### config.mk
export PLATFORM = sky130hd
export DESIGN_NAME = ccpp_ctrl
export DESIGN_NICKNAME = d
export VERILOG_FILES = /design/src/rtl/ccpp_pkg.sv /design/src/rtl/ccpp_ctrl.sv
export VERILOG_INCLUDE_DIRS = /design/src /design/src/rtl
export SDC_FILE = /design/constraint.sdc
export NUM_CORES = 1
export LEC_CHECK = 0
export BUFFER_PORTS_ARGS = -buffer_cell sky130_fd_sc_hd__buf_2
export CAP_MARGIN = 20
export CORE_MARGIN = 10
export CORE_UTILIZATION = 40
export CTS_CLUSTER_SIZE = 30
export DETAILED_ROUTE_END_ITERATION = 10
export PLACE_DENSITY = 0.72
export REMOVE_ABC_BUFFERS = 1
export SKIP_CTS_REPAIR_TIMING = 1
export SLEW_MARGIN = 10
export SYNTH_ARGS = -nofsm -noshare
export SYNTH_HDL_FRONTEND = slang
export SYNTH_SLANG_ARGS = --single-unit
export TNS_END_PERCENT = 100
### constraint.sdc
create_clock -name clk -period 5.7 [get_ports clk]
set_input_delay 0 -clock clk [delete_from_list [all_inputs] [get_ports clk]]
set_output_delay 0 -clock clk [all_outputs]
set_load 0.02 [all_outputs]
### src/rtl/assert_macros.svh
// Assertion macros shared by the RTL modules of the constant-pool parser.
`ifndef ASSERT_MACROS_SVH
`define ASSERT_MACROS_SVH

// Antecedent implies consequent in the same cycle.
`define CCPP_ASSERT_IMPL(name, ante, cons, msg) \
    name: assert property (@(posedge clk) disable iff (!rst_n) (ante) |-> (cons)) \
        else $error(msg);

// Antecedent implies consequent in the next cycle.
`define CCPP_ASSERT_NEXT(name, ante, cons, msg) \
    name: assert property (@(posedge clk) disable iff (!rst_n) (ante) |=> (cons)) \
        else $error(msg);

`endif

### src/rtl/ccpp_pkg.sv
// Shared types, constants and decode functions of the constant-pool parser.
package ccpp_pkg;

    localparam int unsigned POOL_SLOTS_DEFAULT = 4096;
    localparam int unsigned STORE_W = 37;

    localparam logic [7:0] T_UTF8    = 8'd1;
    localparam logic [7:0] T_INT     = 8'd3;
    localparam logic [7:0] T_FLOAT   = 8'd4;
    localparam logic [7:0] T_LONG    = 8'd5;
    localparam logic [7:0] T_DOUBLE  = 8'd6;
    localparam logic [7:0] T_CLASS   = 8'd7;
    localparam logic [7:0] T_STRING  = 8'd8;
    localparam logic [7:0] T_FREF    = 8'd9;
    localparam logic [7:0] T_MREF    = 8'd10;
    localparam logic [7:0] T_IMREF   = 8'd11;
    localparam logic [7:0] T_NAT     = 8'd12;
    localparam logic [7:0] T_MHANDLE = 8'd15;
    localparam logic [7:0] T_MTYPE   = 8'd16;
    localparam logic [7:0] T_INDY    = 8'd18;

    localparam logic [15:0] KIND_MIN = 16'd1;
    localparam logic [15:0] KIND_MAX = 16'd9;

    localparam logic [1:0] RK_ENTRY   = 2'd0;
    localparam logic [1:0] RK_PAYLOAD = 2'd1;
    localparam logic [1:0] RK_VERDICT = 2'd2;
    localparam logic [1:0] RK_ERROR   = 2'd3;

    localparam logic [2:0] ERR_NONE  = 3'd0;
    localparam logic [2:0] ERR_ZERO  = 3'd1;
    localparam logic [2:0] ERR_TAG   = 3'd2;
    localparam logic [2:0] ERR_KIND  = 3'd3;
    localparam logic [2:0] ERR_REF   = 3'd4;
    localparam logic [2:0] ERR_CAP   = 3'd5;

    typedef enum logic [3:0] {
        OP_NONE,
        OP_START,
        OP_COUNT,
        OP_TAG,
        OP_FIELD,
        OP_PAY,
        OP_PAD,
        OP_W_ISS,
        OP_W_ENT,
        OP_W_ARD,
        OP_W_BRD
    } dp_op_t;

    typedef enum logic [2:0] {
        EM_NONE,
        EM_ENTRY,
        EM_PAYLOAD,
        EM_CNT_ERR,
        EM_TAG_ERR,
        EM_WALK_ERR,
        EM_VERDICT
    } emit_t;

    typedef struct packed {
        dp_op_t     op;
        logic       adv;
        logic       walk_inc;
        emit_t      emit;
        logic [2:0] err;
    } cmd_t;

    typedef struct packed {
        logic out_free;
        logic cnt_zero;
        logic cnt_over;
        logic cnt_one;
        logic tag_ok;
        logic fld_last;
        logic utf8_more;
        logic pay_last;
        logic adv_end;
        logic pad_need;
        logic walk_end;
        logic kind_bad;
        logic need_a;
        logic need_b;
        logic a_bad_idx;
        logic b_bad_idx;
        logic a_ok;
        logic b_ok;
    } status_t;

    // Number of field bytes that follow a tag; zero marks an unknown tag.
    function automatic logic [3:0] field_bytes(input logic [7:0] tag);
        logic [3:0] n;
        unique case (tag)
            T_UTF8, T_CLASS, T_STRING, T_MTYPE: n = 4'd2;
            T_INT, T_FLOAT:                     n = 4'd4;
            T_FREF, T_MREF, T_IMREF, T_NAT,
            T_INDY:                             n = 4'd4;
            T_LONG, T_DOUBLE:                   n = 4'd8;
            T_MHANDLE:                          n = 4'd3;
            default:                            n = 4'd0;
        endcase
        return n;
    endfunction

    function automatic logic needs_a(input logic [7:0] tag);
        logic r;
        unique case (tag)
            T_CLASS, T_STRING, T_MTYPE, T_FREF, T_MREF, T_IMREF,
            T_NAT, T_MHANDLE: r = 1'b1;
            default:          r = 1'b0;
        endcase
        return r;
    endfunction

    function automatic logic needs_b(input logic [7:0] tag);
        logic r;
        unique case (tag)
            T_FREF, T_MREF, T_IMREF, T_NAT, T_INDY: r = 1'b1;
            default:                                r = 1'b0;
        endcase
        return r;
    endfunction

    // Does the tag found at the first reference satisfy the referring entry?
    function automatic logic ref_a_ok(input logic [7:0] tag, input logic [7:0] got);
        logic r;
        unique case (tag)
            T_CLASS, T_STRING, T_MTYPE, T_NAT: r = (got == T_UTF8);
            T_FREF, T_MREF, T_IMREF:           r = (got == T_CLASS);
            T_MHANDLE: r = (got == T_FREF) || (got == T_MREF) || (got == T_IMREF);
            default:                           r = 1'b1;
        endcase
        return r;
    endfunction

    function automatic logic ref_b_ok(input logic [7:0] tag, input logic [7:0] got);
        logic r;
        unique case (tag)
            T_FREF, T_MREF, T_IMREF, T_INDY: r = (got == T_NAT);
            T_NAT:                           r = (got == T_UTF8);
            default:                         r = 1'b1;
        endcase
        return r;
    endfunction

endpackage

### src/rtl/ccpp_ctrl.sv
// Controller state machine of the constant-pool parser.
`include "assert_macros.svh"

module ccpp_ctrl (
    input  logic              clk,
    input  logic              rst_n,
    input  logic              in_valid,
    output logic              in_stall,
    input  logic              start_of_pool,
    input  ccpp_pkg::status_t st,
    output ccpp_pkg::cmd_t    cmd
);

    typedef enum logic [12:0] {
        S_IDLE = 13'b0000000000001,
        S_CNT  = 13'b0000000000010,
        S_TAG  = 13'b0000000000100,
        S_FLD  = 13'b0000000001000,
        S_PAY  = 13'b0000000010000,
        S_PAD  = 13'b0000000100000,
        S_WISS = 13'b0000001000000,
        S_WENT = 13'b0000010000000,
        S_WARD = 13'b0000100000000,
        S_WACK = 13'b0001000000000,
        S_WBRD = 13'b0010000000000,
        S_WBCK = 13'b0100000000000,
        S_VERD = 13'b1000000000000
    } state_t;

    state_t     state_reg, state_next;
    logic [2:0] verr_reg, verr_next;
    logic       in_ready;
    logic       take;
    logic       walking;

    assign in_ready = ((state_reg == S_IDLE) || (state_reg == S_CNT) || (state_reg == S_TAG)
                       || (state_reg == S_FLD) || (state_reg == S_PAY)) && st.out_free;
    assign take     = in_valid && in_ready;
    assign in_stall = !in_ready;
    assign walking  = (state_reg == S_WISS) || (state_reg == S_WENT) || (state_reg == S_WARD)
                      || (state_reg == S_WACK) || (state_reg == S_WBRD)
                      || (state_reg == S_WBCK) || (state_reg == S_VERD);

    always_comb
    begin
        state_next   = state_reg;
        verr_next    = verr_reg;
        cmd.op       = ccpp_pkg::OP_NONE;
        cmd.adv      = 1'b0;
        cmd.walk_inc = 1'b0;
        cmd.emit     = ccpp_pkg::EM_NONE;
        cmd.err      = ccpp_pkg::ERR_NONE;
        unique case (state_reg)
            S_IDLE, S_CNT, S_TAG, S_FLD, S_PAY:
            begin
                if (take && start_of_pool)
                begin
                    cmd.op     = ccpp_pkg::OP_START;
                    state_next = S_CNT;
                end
                else if (take && (state_reg == S_CNT))
                begin
                    cmd.op = ccpp_pkg::OP_COUNT;
                    if (st.cnt_zero)
                    begin
                        cmd.emit   = ccpp_pkg::EM_CNT_ERR;
                        cmd.err    = ccpp_pkg::ERR_ZERO;
                        state_next = S_IDLE;
                    end
                    else if (st.cnt_over)
                    begin
                        cmd.emit   = ccpp_pkg::EM_CNT_ERR;
                        cmd.err    = ccpp_pkg::ERR_CAP;
                        state_next = S_IDLE;
                    end
                    else
                    begin
                        state_next = st.cnt_one ? S_WISS : S_TAG;
                    end
                end
                else if (take && (state_reg == S_TAG))
                begin
                    cmd.op = ccpp_pkg::OP_TAG;
                    if (st.tag_ok)
                    begin
                        state_next = S_FLD;
                    end
                    else
                    begin
                        cmd.emit   = ccpp_pkg::EM_TAG_ERR;
                        cmd.err    = ccpp_pkg::ERR_TAG;
                        state_next = S_IDLE;
                    end
                end
                else if (take && (state_reg == S_FLD))
                begin
                    cmd.op = ccpp_pkg::OP_FIELD;
                    if (st.fld_last)
                    begin
                        cmd.emit = ccpp_pkg::EM_ENTRY;
                        if (st.utf8_more)
                        begin
                            state_next = S_PAY;
                        end
                        else if (st.pad_need)
                        begin
                            state_next = S_PAD;
                        end
                        else
                        begin
                            cmd.adv    = 1'b1;
                            state_next = st.adv_end ? S_WISS : S_TAG;
                        end
                    end
                end
                else if (take && (state_reg == S_PAY))
                begin
                    cmd.op   = ccpp_pkg::OP_PAY;
                    cmd.emit = ccpp_pkg::EM_PAYLOAD;
                    if (st.pay_last)
                    begin
                        cmd.adv    = 1'b1;
                        state_next = st.adv_end ? S_WISS : S_TAG;
                    end
                end
            end
            S_PAD:
            begin
                cmd.op     = ccpp_pkg::OP_PAD;
                cmd.adv    = 1'b1;
                state_next = st.adv_end ? S_WISS : S_TAG;
            end
            S_WISS:
            begin
                if (st.walk_end)
                begin
                    verr_next  = ccpp_pkg::ERR_NONE;
                    state_next = S_VERD;
                end
                else
                begin
                    cmd.op     = ccpp_pkg::OP_W_ISS;
                    state_next = S_WENT;
                end
            end
            S_WENT:
            begin
                cmd.op = ccpp_pkg::OP_W_ENT;
                if (st.kind_bad)
                begin
                    verr_next  = ccpp_pkg::ERR_KIND;
                    state_next = S_VERD;
                end
                else
                begin
                    state_next = S_WARD;
                end
            end
            S_WARD:
            begin
                if (!st.need_a)
                begin
                    state_next = S_WBRD;
                end
                else if (st.a_bad_idx)
                begin
                    verr_next  = ccpp_pkg::ERR_REF;
                    state_next = S_VERD;
                end
                else
                begin
                    cmd.op     = ccpp_pkg::OP_W_ARD;
                    state_next = S_WACK;
                end
            end
            S_WACK:
            begin
                if (st.a_ok)
                begin
                    state_next = S_WBRD;
                end
                else
                begin
                    verr_next  = ccpp_pkg::ERR_REF;
                    state_next = S_VERD;
                end
            end
            S_WBRD:
            begin
                if (!st.need_b)
                begin
                    cmd.walk_inc = 1'b1;
                    state_next   = S_WISS;
                end
                else if (st.b_bad_idx)
                begin
                    verr_next  = ccpp_pkg::ERR_REF;
                    state_next = S_VERD;
                end
                else
                begin
                    cmd.op     = ccpp_pkg::OP_W_BRD;
                    state_next = S_WBCK;
                end
            end
            S_WBCK:
            begin
                if (st.b_ok)
                begin
                    cmd.walk_inc = 1'b1;
                    state_next   = S_WISS;
                end
                else
                begin
                    verr_next  = ccpp_pkg::ERR_REF;
                    state_next = S_VERD;
                end
            end
            S_VERD:
            begin
                if (st.out_free)
                begin
                    cmd.emit   = (verr_reg == ccpp_pkg::ERR_NONE) ? ccpp_pkg::EM_VERDICT
                                                                  : ccpp_pkg::EM_WALK_ERR;
                    cmd.err    = verr_reg;
                    state_next = S_IDLE;
                end
            end
            default:
            begin
                state_next = S_IDLE;
            end
        endcase
    end

    always_ff @(posedge clk or negedge rst_n)
    begin
        if (!rst_n)
        begin
            state_reg <= S_IDLE;
            verr_reg  <= ccpp_pkg::ERR_NONE;
        end
        else
        begin
            state_reg <= state_next;
            verr_reg  <= verr_next;
        end
    end

    `CCPP_ASSERT_IMPL(a_emit_has_room, cmd.emit != ccpp_pkg::EM_NONE, st.out_free,
        "result issued while the output register is held")
    `CCPP_ASSERT_IMPL(a_no_beat_in_walk, walking, in_stall,
        "input beat accepted during the reference walk")

endmodule

* Word-level counts from Yosys, hierarchy flattened
Cells that the tools add are included.
Word-level totals: register bits after elaboration 16, latch bits 0, memory bits (writable) 0, ROM bits 0, logic and storage cells 112, memories kept 0
Cells by class: $add $sub $neg 0, multiply operators 0, div/mod/pow operators 0, $lt $le $gt $ge 0, equality and inequality tests 25, shift-type cells 0, multiplexer cells 68, bitwise gates (word level) 0, reduce and logical (&&, ||, !) cells 17
Operator list (number):
- two-way mux 13 bit | 16
- case mux 13 bit (9 select lines) | 1
- two-way mux 3 bit | 15
- two-way mux 7 bit | 6
- two-way mux 4 bit | 7
- two-way mux 6 bit | 4
- case mux 4 bit (6 select lines) | 1
- inequality test 2 bit, second input constant | 9
- inequality test 6 bit, second input constant | 3
- case mux 3 bit (6 select lines) | 1
- == test 13 x 1 -> 1 bit, second input constant | 1
- == test 13 x 10 -> 1 bit, second input constant | 1
- == test 13 x 11 -> 1 bit, second input constant | 1
- == test 13 x 12 -> 1 bit, second input constant | 1
- == test 13 bit, second input constant | 1
- == test 13 x 2 -> 1 bit, second input constant | 1
- == test 13 x 3 -> 1 bit, second input constant | 1
- == test 13 x 4 -> 1 bit, second input constant | 1
- == test 13 x 5 -> 1 bit, second input constant | 1
- == test 13 x 6 -> 1 bit, second input constant | 1
- == test 13 x 7 -> 1 bit, second input constant | 1
- == test 13 x 8 -> 1 bit, second input constant | 1
- == test 13 x 9 -> 1 bit, second input constant | 1
- case mux 6 bit (2 select lines) | 1
- other kinds (12) | 33

* Logic depth before layout (Yosys ltp)
Gate-level depths: netlist of the first run.
depth in word-level cells 14, depth in mapped cells 7

* Least setup slack after synthesis of the first run
Ideal clock, no wire load.
kind reg2out, start register state_reg[0], end output cmd[10] in the netlist's numbering, arrival time 2.287 ns, required time 5.700 ns, setup slack 3.413 ns, stages on the path, launching flop included 6, cells stage by stage dfstp_2 > buf_12 > xor2_1 > o211ai_1 > a2111o_2 > o41ai_1
RTL lines:
- start: declaration | line ccpp_ctrl.sv:30 | state_t state_reg, state_next;
- start signal: assignment | line ccpp_ctrl.sv:245 | state_reg <= state_next;
- end: declaration | line ccpp_ctrl.sv:11 | output ccpp_pkg::cmd_t cmd

==> impl_metrics.ini, run 1 <==
[cells_and_area]
fin_cells = 252
final_util = 0.5006
nNetsFinal = 229
area_delta_synth_final_pct = 20.27
antennaDiodeCount = 0
largest_reg_flops = 13
final_cell_area_um2 = 1670
layout-drive-gt1-share = 0.2718

[pwr]
p_seq_frac = 0.261
p_switching_w = 0.0003340
p_leak_nw = 0.7717
power.total_w = 0.0006450
switching_share = 0.5178
p_per_area_nw_per_um2 = 386.2
internal-power_w = 0.0003110
comb_power_share = 0.632
clkPwrFrac = 0.107
vdd_drop_max_mv = 0.1941

[worst_setup_path]
cp-start-kind = register
crit_type = reg2out
cp_slowest_stage_delay_ps = 560
cp_num_buf_inv = 1
path_max_fanout = 10
path_cells = nor4_4 -> nand4b_1 -> nor4_1 -> o21ai_0 -> o211ai_1 -> buf_2
cp_data_required_time_ps = 5700
worstRegToRegCells = 6
crit_path_top_delay_cell = nor4_1
critical-path-top-delay-family = simple AND/OR/NAND/NOR gates
worst_setup_path_end_kind = output port
critPathArrivalTime_ps = 2790
cp.depth = 6

[sta]
hold_slack_ps = -28.12
period_share = 0.4893
tightest_slew_ps = 705.5
timing.final.hold_violations = 2
rsz0062_at_grt = false
setup_viol = 0
skew_ps = 2.647
slew_headroom = 0.5253
max_freq_ghz = 0.3586
drv_slew = 0
setup_tns_ps = 0
fin_crit_ps = 2789

[logic_synthesis]
synthTopCellsByArea = dfrtp_1 25%, nand2_1 5.4%, nor2_1 4.6%
synth-adder-area-share = 0
synth_top_area_share = 0.2523
synth_compound_area_frac = 0.2090
yosysWarnings = 0
syn_area_per_cell_um2 = 8.366
ys_seq_area_frac = 0.2712
yosysTopAreaCell = dfrtp_1
ys_ff_latch = 15
synthFlopType = dfrtp_1
synth_mux_area_frac = 0.01532
synth_area_um2 = 1389
synth_cell_types = 55
synth_edf_count = 0
async_flop_share = 1.000
synth_xor_xnor_area_share = 0.03153
synth_simple_gate_area_share = 0.4126
syn_inst = 166
synth_top_family_by_area = simple AND/OR/NAND/NOR gates

[clock_tree]
cts_max_level = 1
cts_made_buffers = 3
clkLatencyLatePin_ps = 300
clockBufferDepth = 2
cts_tree = done
cts-root-buf = clkbuf_4
cts.sinks = 15
clkTransAtPathRegs_ps = 110

[floorplan]
die_h_um = 78.93
core_um2 = 3337
start_util = 0.4162
die_x_um = 78.93
die_area_um2 = 6229
pin_count = 35
fp-row-count = 21

[global_route]
overflow = 0
grt_max_degree = 16
grt_pass1_vias = 1434
antenna_found_initial = 0
grt_usage = 0.1347
grt_pass1_wl_um = 6975

[placement]
port-buffer-count = 34
place_congestion = 0.9354
dpl.cell_count = 240
dp_hpwl_um = 3277
placed_area_um2 = 1563

[detailed_routing]
drtPass1Iterations = 4
initialDrtViolationCount = 159
drt-wirelength-per-cell_um = 16.59
avgViaCountPerCell = 5.687
totalWireLength_um = 4180
vias = 1433
drtAntennaViolNets = 0
drc = 0

[worst_hold_path]
min_path_type = in2reg
hold_depth = 3

[run]
drv_cap = 0

[run_status]
status = complete, but fails checks
violations = hold timing
[final cells by class]
| type | count | area [um2] |
|---|---|---|
| inverters | 8 | 30.03 |
| flip-flops and latches | 15 | 376.6 |
| fillers | 350 | 1667 |
| repair buffers | 42 | 250.2 |
| clock inverters | 1 | 5.005 |
| multi-input cells | 137 | 928.4 |
| well taps | 46 | 57.56 |
| clock buffers | 3 | 22.52 |
[logic make-up after synthesis]
group | count (synthesis)
muxes | 2
buffers and inverters | 14
and+or+nand+nor | 93
AOI/OAI and AO/OA | 37
DFF | 15
xor gates and xnor gates | 5
[metrics by stage]
step	hold slack, ps	setup slack (ps)
floorplan	-295.6	3438
global placement	-65.79	3242
detailed placement	-61.91	3202
CTS	-395.5	2953
global route	3.918	2779
finish	-28.12	2911
[placed cells by master (no fill, tap or decap), types with 4 or more instances in the layout]
cell type and count:
dlygate4sd3_1 8, nand2b_1 5, nor2_1 17, inv_1 8, nor4_1 5, dfrtp_1 14
nor3_1 7, buf_2 34, nand3_1 4, nor2b_1 5, nand2_1 20, nand3b_1 5
a21oi_1 7
[power by group through the flow]
stage | logic [W] | clock network, W | registers, W
2_1_floorplan | 0.000302 | 0 | 0.000159
3_3_place_gp | 0.000398 | 0 | 0.000168
3_5_place_dp | 0.000399 | 0 | 0.000169
4_1_cts | 0.000401 | 0.0000685 | 0.000167
5_1_grt | 0.000459 | 0.0000711 | 0.000172
6_report | 0.000408 | 0.0000689 | 0.000168
[synth_stat cells (all sizes together), types with 2 or more instances]
cell / instances
or3: 2
nor4b: 3
or4: 3
a22o: 2
a21oi: 7
nor2b: 5
o31ai: 3
nor4: 9
a2111o: 3
a211oi: 2
o211ai: 2
nor2: 17
nand3b: 5
nor3: 8
inv: 8
nand3: 5
buf: 6
xor2: 3
xnor2: 2
nand4: 2
a31oi: 2
nand2b: 5
nand2: 22
o21ai: 6
dfrtp: 14
o21bai: 3
[per-layer routing]
layer	routed length [um]	part of all wire	vias to the layer above	track usage
met1	1989	0.48	687	0.1856
met3	199	0.048	5	0.02477
met2	1951	0.47	40	0.2113
met4	40	0.0096	0	0.03226
li1	-	-	701	-
met5	0	0	-	0
[worst reg2reg max path, stage by stage (launching register included)]
cell      delay, ps
dfrtp_1         540
nor4_4          530
nand4b_1        150
nor4_1          560
o21ai_0         340
and3_1          230
o21ai_1         110
[worst paths after layout]
kind,startpoint,end,slack [ps]
max,state_reg[4],cmd[3],2910
min,st[5],state_reg[10],-30
max reg2reg,state_reg[4],state_reg[0],3160
min reg2reg,state_reg[0],state_reg[0],530
max in group asynchronous,rst_n,state_reg[0],5260
min in group asynchronous,rst_n,state_reg[7],130
No activity file was read; power rests on OpenSTA's default activity.
==> run 2: changes to the inputs <==
clock period = 2.7 ns   (was 5.7 ns; I/O delays follow)
==> run 2 against run 1 <==
The run still ends with hold timing left. Cell area rose by 2.0%. Hold slack improved by 1.6 ps. First-iteration DRC count fell by 38%. Largest power group unchanged. Combinational power rose by 110%. Register-to-register slack got worse by 2700 ps. Highest routed layer unchanged. Wire length fell by 3.6%.
==> impl_metrics.ini, run 2 (same netlist as run 1, synthesis figures left out) <==
[run_status]
status = complete, but fails checks
violations = hold timing

[sta]
rsz0062_at_grt = false
hold_slack_ps = -26.53
timing.final.hold_violations = 1
setup_viol = 0
setup_tns_ps = 0
fin_crit_ps = 2538
tightest_slew_ps = 622.6
slew_headroom = 0.5818
period_share = 0.9400
drv_slew = 0
max_freq_ghz = 0.3940
skew_ps = 2.749

[cells_and_area]
layout_commonest_cell = buf_2
most-common-layout-cells = 34 x buf_2, 20 x nand2_1, 17 x nor2_1, 14 x dfrtp_1, 9 x dlygate4sd3_1
antennaDiodeCount = 0
layout-drive-gt1-share = 0.2871
nNetsFinal = 232
area_delta_synth_final_pct = 22.70
largest_reg_flops = 13
nFillCells = 352

[pwr]
vdd_drop_max_mv = 0.4318
p_switching_w = 0.0006935
switching_share = 0.5118
p_leak_nw = 0.7880
p_seq_frac = 0.262
internal-power_w = 0.0006615
clkPwrFrac = 0.105
power.total_w = 0.001355
comb_power_share = 0.633
p_per_area_nw_per_um2 = 795.1

[worst_setup_path]
critPathArrivalTime_ps = 2540
path_max_fanout = 7
cp_data_required_time_ps = 2700
cp-start-kind = register
crit_type = reg2out
worst_setup_path_end_kind = output port

[clock_tree]
clkTransAtPathRegs_ps = 100
cts.sinks = 15
clockBufferDepth = 2
cts_max_level = 1
cts-root-buf = clkbuf_4
cts_made_buffers = 3
cts_tree = done
clkLatencyLatePin_ps = 300

[placement]
place_congestion = 0.8825
port-buffer-count = 34
dp_hpwl_um = 3227

[global_route]
overflow = 0
grt_pass1_wl_um = 6720
grt_usage = 0.1313
grt_max_degree = 16
grt_pass1_vias = 1372
antenna_found_initial = 0

[detailed_routing]
drtPass1Iterations = 4
vias = 1416
drc = 0
drt-wirelength-per-cell_um = 15.80
drtAntennaViolNets = 0
avgViaCountPerCell = 5.553
initialDrtViolationCount = 99
totalWireLength_um = 4028

[floorplan]
start_util = 0.4162
die_area_um2 = 6229
core_um2 = 3337
fp-row-count = 21
die_x_um = 78.93
die_h_um = 78.93
pin_count = 35

[worst_hold_path]
min_path_type = in2reg

[run]
drv_cap = 0
-- run 2: cell types whose count changed in the layout (fill, tap and decap cells not counted) --
cell	delta
dlygate4sd3_1	+1
nor4_1	-1
nor2b_2	+1
buf_4	+2
nor4_2	+1
nor2b_1	-1
-- run 2: path summary, 6_finish.rpt --
check,slack (ps),start,depth (start not counted),to
worst min register to register,530,state_reg[0],2,state_reg[0]
min in group asynchronous,130,rst_n,2,state_reg[3]
worst min-delay path,-30,st[1],3,state_reg[10]
max in group asynchronous,2270,rst_n,2,state_reg[0]
worst max register to register,440,state_reg[8],6,state_reg[2]
worst max-delay path,160,state_reg[8],5,cmd[10]
-- run 2: routing by layer --
metal  GRT usage  vias up  wire length [um]  share of wire
met4     0.03405        0                33         0.0082
li1            -      711                 -              -
met5           0        -                 0              0
met3     0.03491        6               245          0.061
met2      0.2113       43              1857           0.46
met1      0.1693      656              1891           0.47
-- run 2: area by class of cell --
cell class	count	area, um2	area share
clock buffers	3	22.52	0.01322
clock inverters	1	5.005	0.002937
inverters	8	30.03	0.01762
multi-input cells	137	937.1	0.5499
flip-flops and latches	15	376.6	0.2210
well taps	46	57.56	0.03377
repair buffers	45	275.3	0.1615
-- run 2: power groups by stage --
stage                     Combinational [W]  Clock [W]  Sequential [W]
after CTS                          0.000842   0.000143        0.000350
after global placement             0.000826          0        0.000351
after detailed placement           0.000839          0        0.000354
after floorplan                    0.000638          0        0.000336
final                              0.000857   0.000143        0.000355
after global routing               0.000957   0.000156        0.000365
-- run 2: per-stage QoR --
stage	utilization	hold slack, ps	std cells	setup slack (ps)	instance area, um2
2_1_floorplan	-	-295.6	160	438.2	1335
3_3_place_gp	0.4728	-67.52	242	510.1	1578
3_5_place_dp	0.4728	-69.46	242	491.0	1578
4_1_cts	0.4811	-398.8	246	133.5	1605
5_1_grt	0.5107	5.821	255	12.92	1704
6_report	0.5107	-26.53	255	162.0	1704
-- run 2: worst max-delay path, stage by stage, from the launching register on --
cell and delay, ps:
dfrtp_1 480, nor4_4 350, nand3_2 190, a2111o_2 570, o41ai_1 410, buf_2 230
==> run 3: changes to the inputs <==
RECOVER_POWER = 50   (was default)
==> run 3 against run 2 <==
The flow still finishes with violations (hold timing). Sequential power hardly changed. Cell area is 0.44% lower. First-iteration DRC count fell by 8.1%.
==> impl_metrics.ini, run 3 (same netlist as run 1, synthesis figures left out) <==
[placement]
pre_cts_slack_ps = 491.0
dp_hpwl_um = 3227
port-buffer-count = 34
place_congestion = 0.8825

[cells_and_area]
antennaDiodeCount = 0
nNetsFinal = 232
layout_commonest_cell = buf_2
area_delta_synth_final_pct = 22.16
most-common-layout-cells = 33 x buf_2, 20 x nand2_1, 17 x nor2_1, 14 x dfrtp_1, 9 x dlygate4sd3_1
largest_reg_flops = 13
layout-drive-gt1-share = 0.2775

[sta]
max_freq_ghz = 0.3956
rsz0062_at_grt = false
hold_slack_ps = -23.39
setup_viol = 0
finalWorstSetupSlack_ps = 172.3
period_share = 0.9362
slew_headroom = 0.4279
drv_slew = 0
skew_ps = 2.137
timing.final.hold_violations = 1
fin_crit_ps = 2528
tightest_slew_ps = 858.1
setup_tns_ps = 0

[clock_tree]
cts.sinks = 15
cts_tree = done
clkLatencyLatePin_ps = 300
cts_made_buffers = 3
clkTransAtPathRegs_ps = 100
cts_max_level = 1
cts-root-buf = clkbuf_4
clockBufferDepth = 2

[floorplan]
core_um2 = 3337
die_area_um2 = 6229
pin_count = 35
start_util = 0.4162
die_x_um = 78.93
fp-row-count = 21
die_h_um = 78.93

[global_route]
antenna_found_initial = 0
grt_usage = 0.1313
grt_pass1_vias = 1372
overflow = 0
grt_pass1_wl_um = 6720
grt_max_degree = 16

[detailed_routing]
drc = 0
avgViaCountPerCell = 5.655
vias = 1442
drtAntennaViolNets = 0
drt-wirelength-per-cell_um = 15.88
drtPass1Iterations = 4
totalWireLength_um = 4049
initialDrtViolationCount = 91

[worst_setup_path]
cp_data_required_time_ps = 2700
critical-path-top-delay-family = compound AO/OA/AOI/OAI gates
path_cells = nor4_4 -> nand3_2 -> a2111o_2 -> o41ai_1 -> buf_2
critPathArrivalTime_ps = 2530
crit_path_top_delay_cell = a2111o_2
cp_num_buf_inv = 1
worst_setup_path_end_kind = output port
crit_type = reg2out
path_max_fanout = 7
cp-start-kind = register
cp_slowest_stage_delay_ps = 570

[pwr]
p_per_area_nw_per_um2 = 796.7
p_leak_nw = 0.7843
vdd_drop_max_mv = 0.4361

[worst_hold_path]
min_path_type = in2reg

[run_status]
violations = hold timing
status = complete, but fails checks

[run]
drv_cap = 0
-- run 3: changes by cell type in the layout (fill, tap and decap cells not counted), sizes merged --
cell and change:
buf -1, clkbuf +1
-- run 3: metrics by stage --
stage / instances / utilization / power [W] / instance area [um2] / hold slack [ps]
detailed placement: 242 / 0.4728 / 0.001193 / 1578 / -69.46
CTS: 246 / 0.4811 / 0.001335 / 1605 / -398.8
global route: 255 / 0.5084 / 0.001471 / 1697 / 5.821
finish: 255 / 0.5084 / 0.001352 / 1697 / -23.39
global placement: 242 / 0.4728 / 0.001177 / 1578 / -67.52
floorplan: 160 / - / 0.0009743 / 1335 / -295.6
-- run 3: path summary, 6_finish.rpt --
path / cells after the start / slack (ps) / startpoint / endpoint
setup / recovery: 5 / 170 / state_reg[8] / cmd[10]
hold / removal: 3 / -20 / st[1] / state_reg[10]
setup reg to reg: 6 / 390 / state_reg[11] / verr_reg[2]
hold reg to reg: 2 / 540 / state_reg[0] / state_reg[0]
max in group asynchronous: 2 / 1860 / rst_n / state_reg[7]
min in group asynchronous: 2 / 320 / rst_n / state_reg[5]
-- run 3: report_power, final --
group / internal (W) / switching [W]
Combinational: 0.000329 / 0.000526
Sequential: 0.000274 / 0.0000816
Clock: 0.0000554 / 0.0000861
Total: 0.000658 / 0.000694
-- run 3: cell type report --
cell class	instances	area, um2
clock buffer	3	22.52
clock inverter	1	5.005
fill	355	1640
inverter	8	30.03
multi-input combinational	137	930.9
sequential	15	376.6
tap	46	57.56
timing repair buffer	45	274.0
-- run 3: routing by layer --
layer	part of all wire	wire length [um]	vias to the layer above	GRT usage
li1	-	-	714	-
met1	0.45	1833	666	0.1693
met2	0.46	1871	58	0.2113
met3	0.079	321	4	0.03491
met4	0.0057	23	0	0.03405
met5	0	0	-	0
-- run 3: worst min-delay path, delay by kind of cell --
family	cells	cell delay [ps]
AOI/OAI and AO/OA	1	60
and+or+nand+nor	1	90
buffers and inverters	1	100
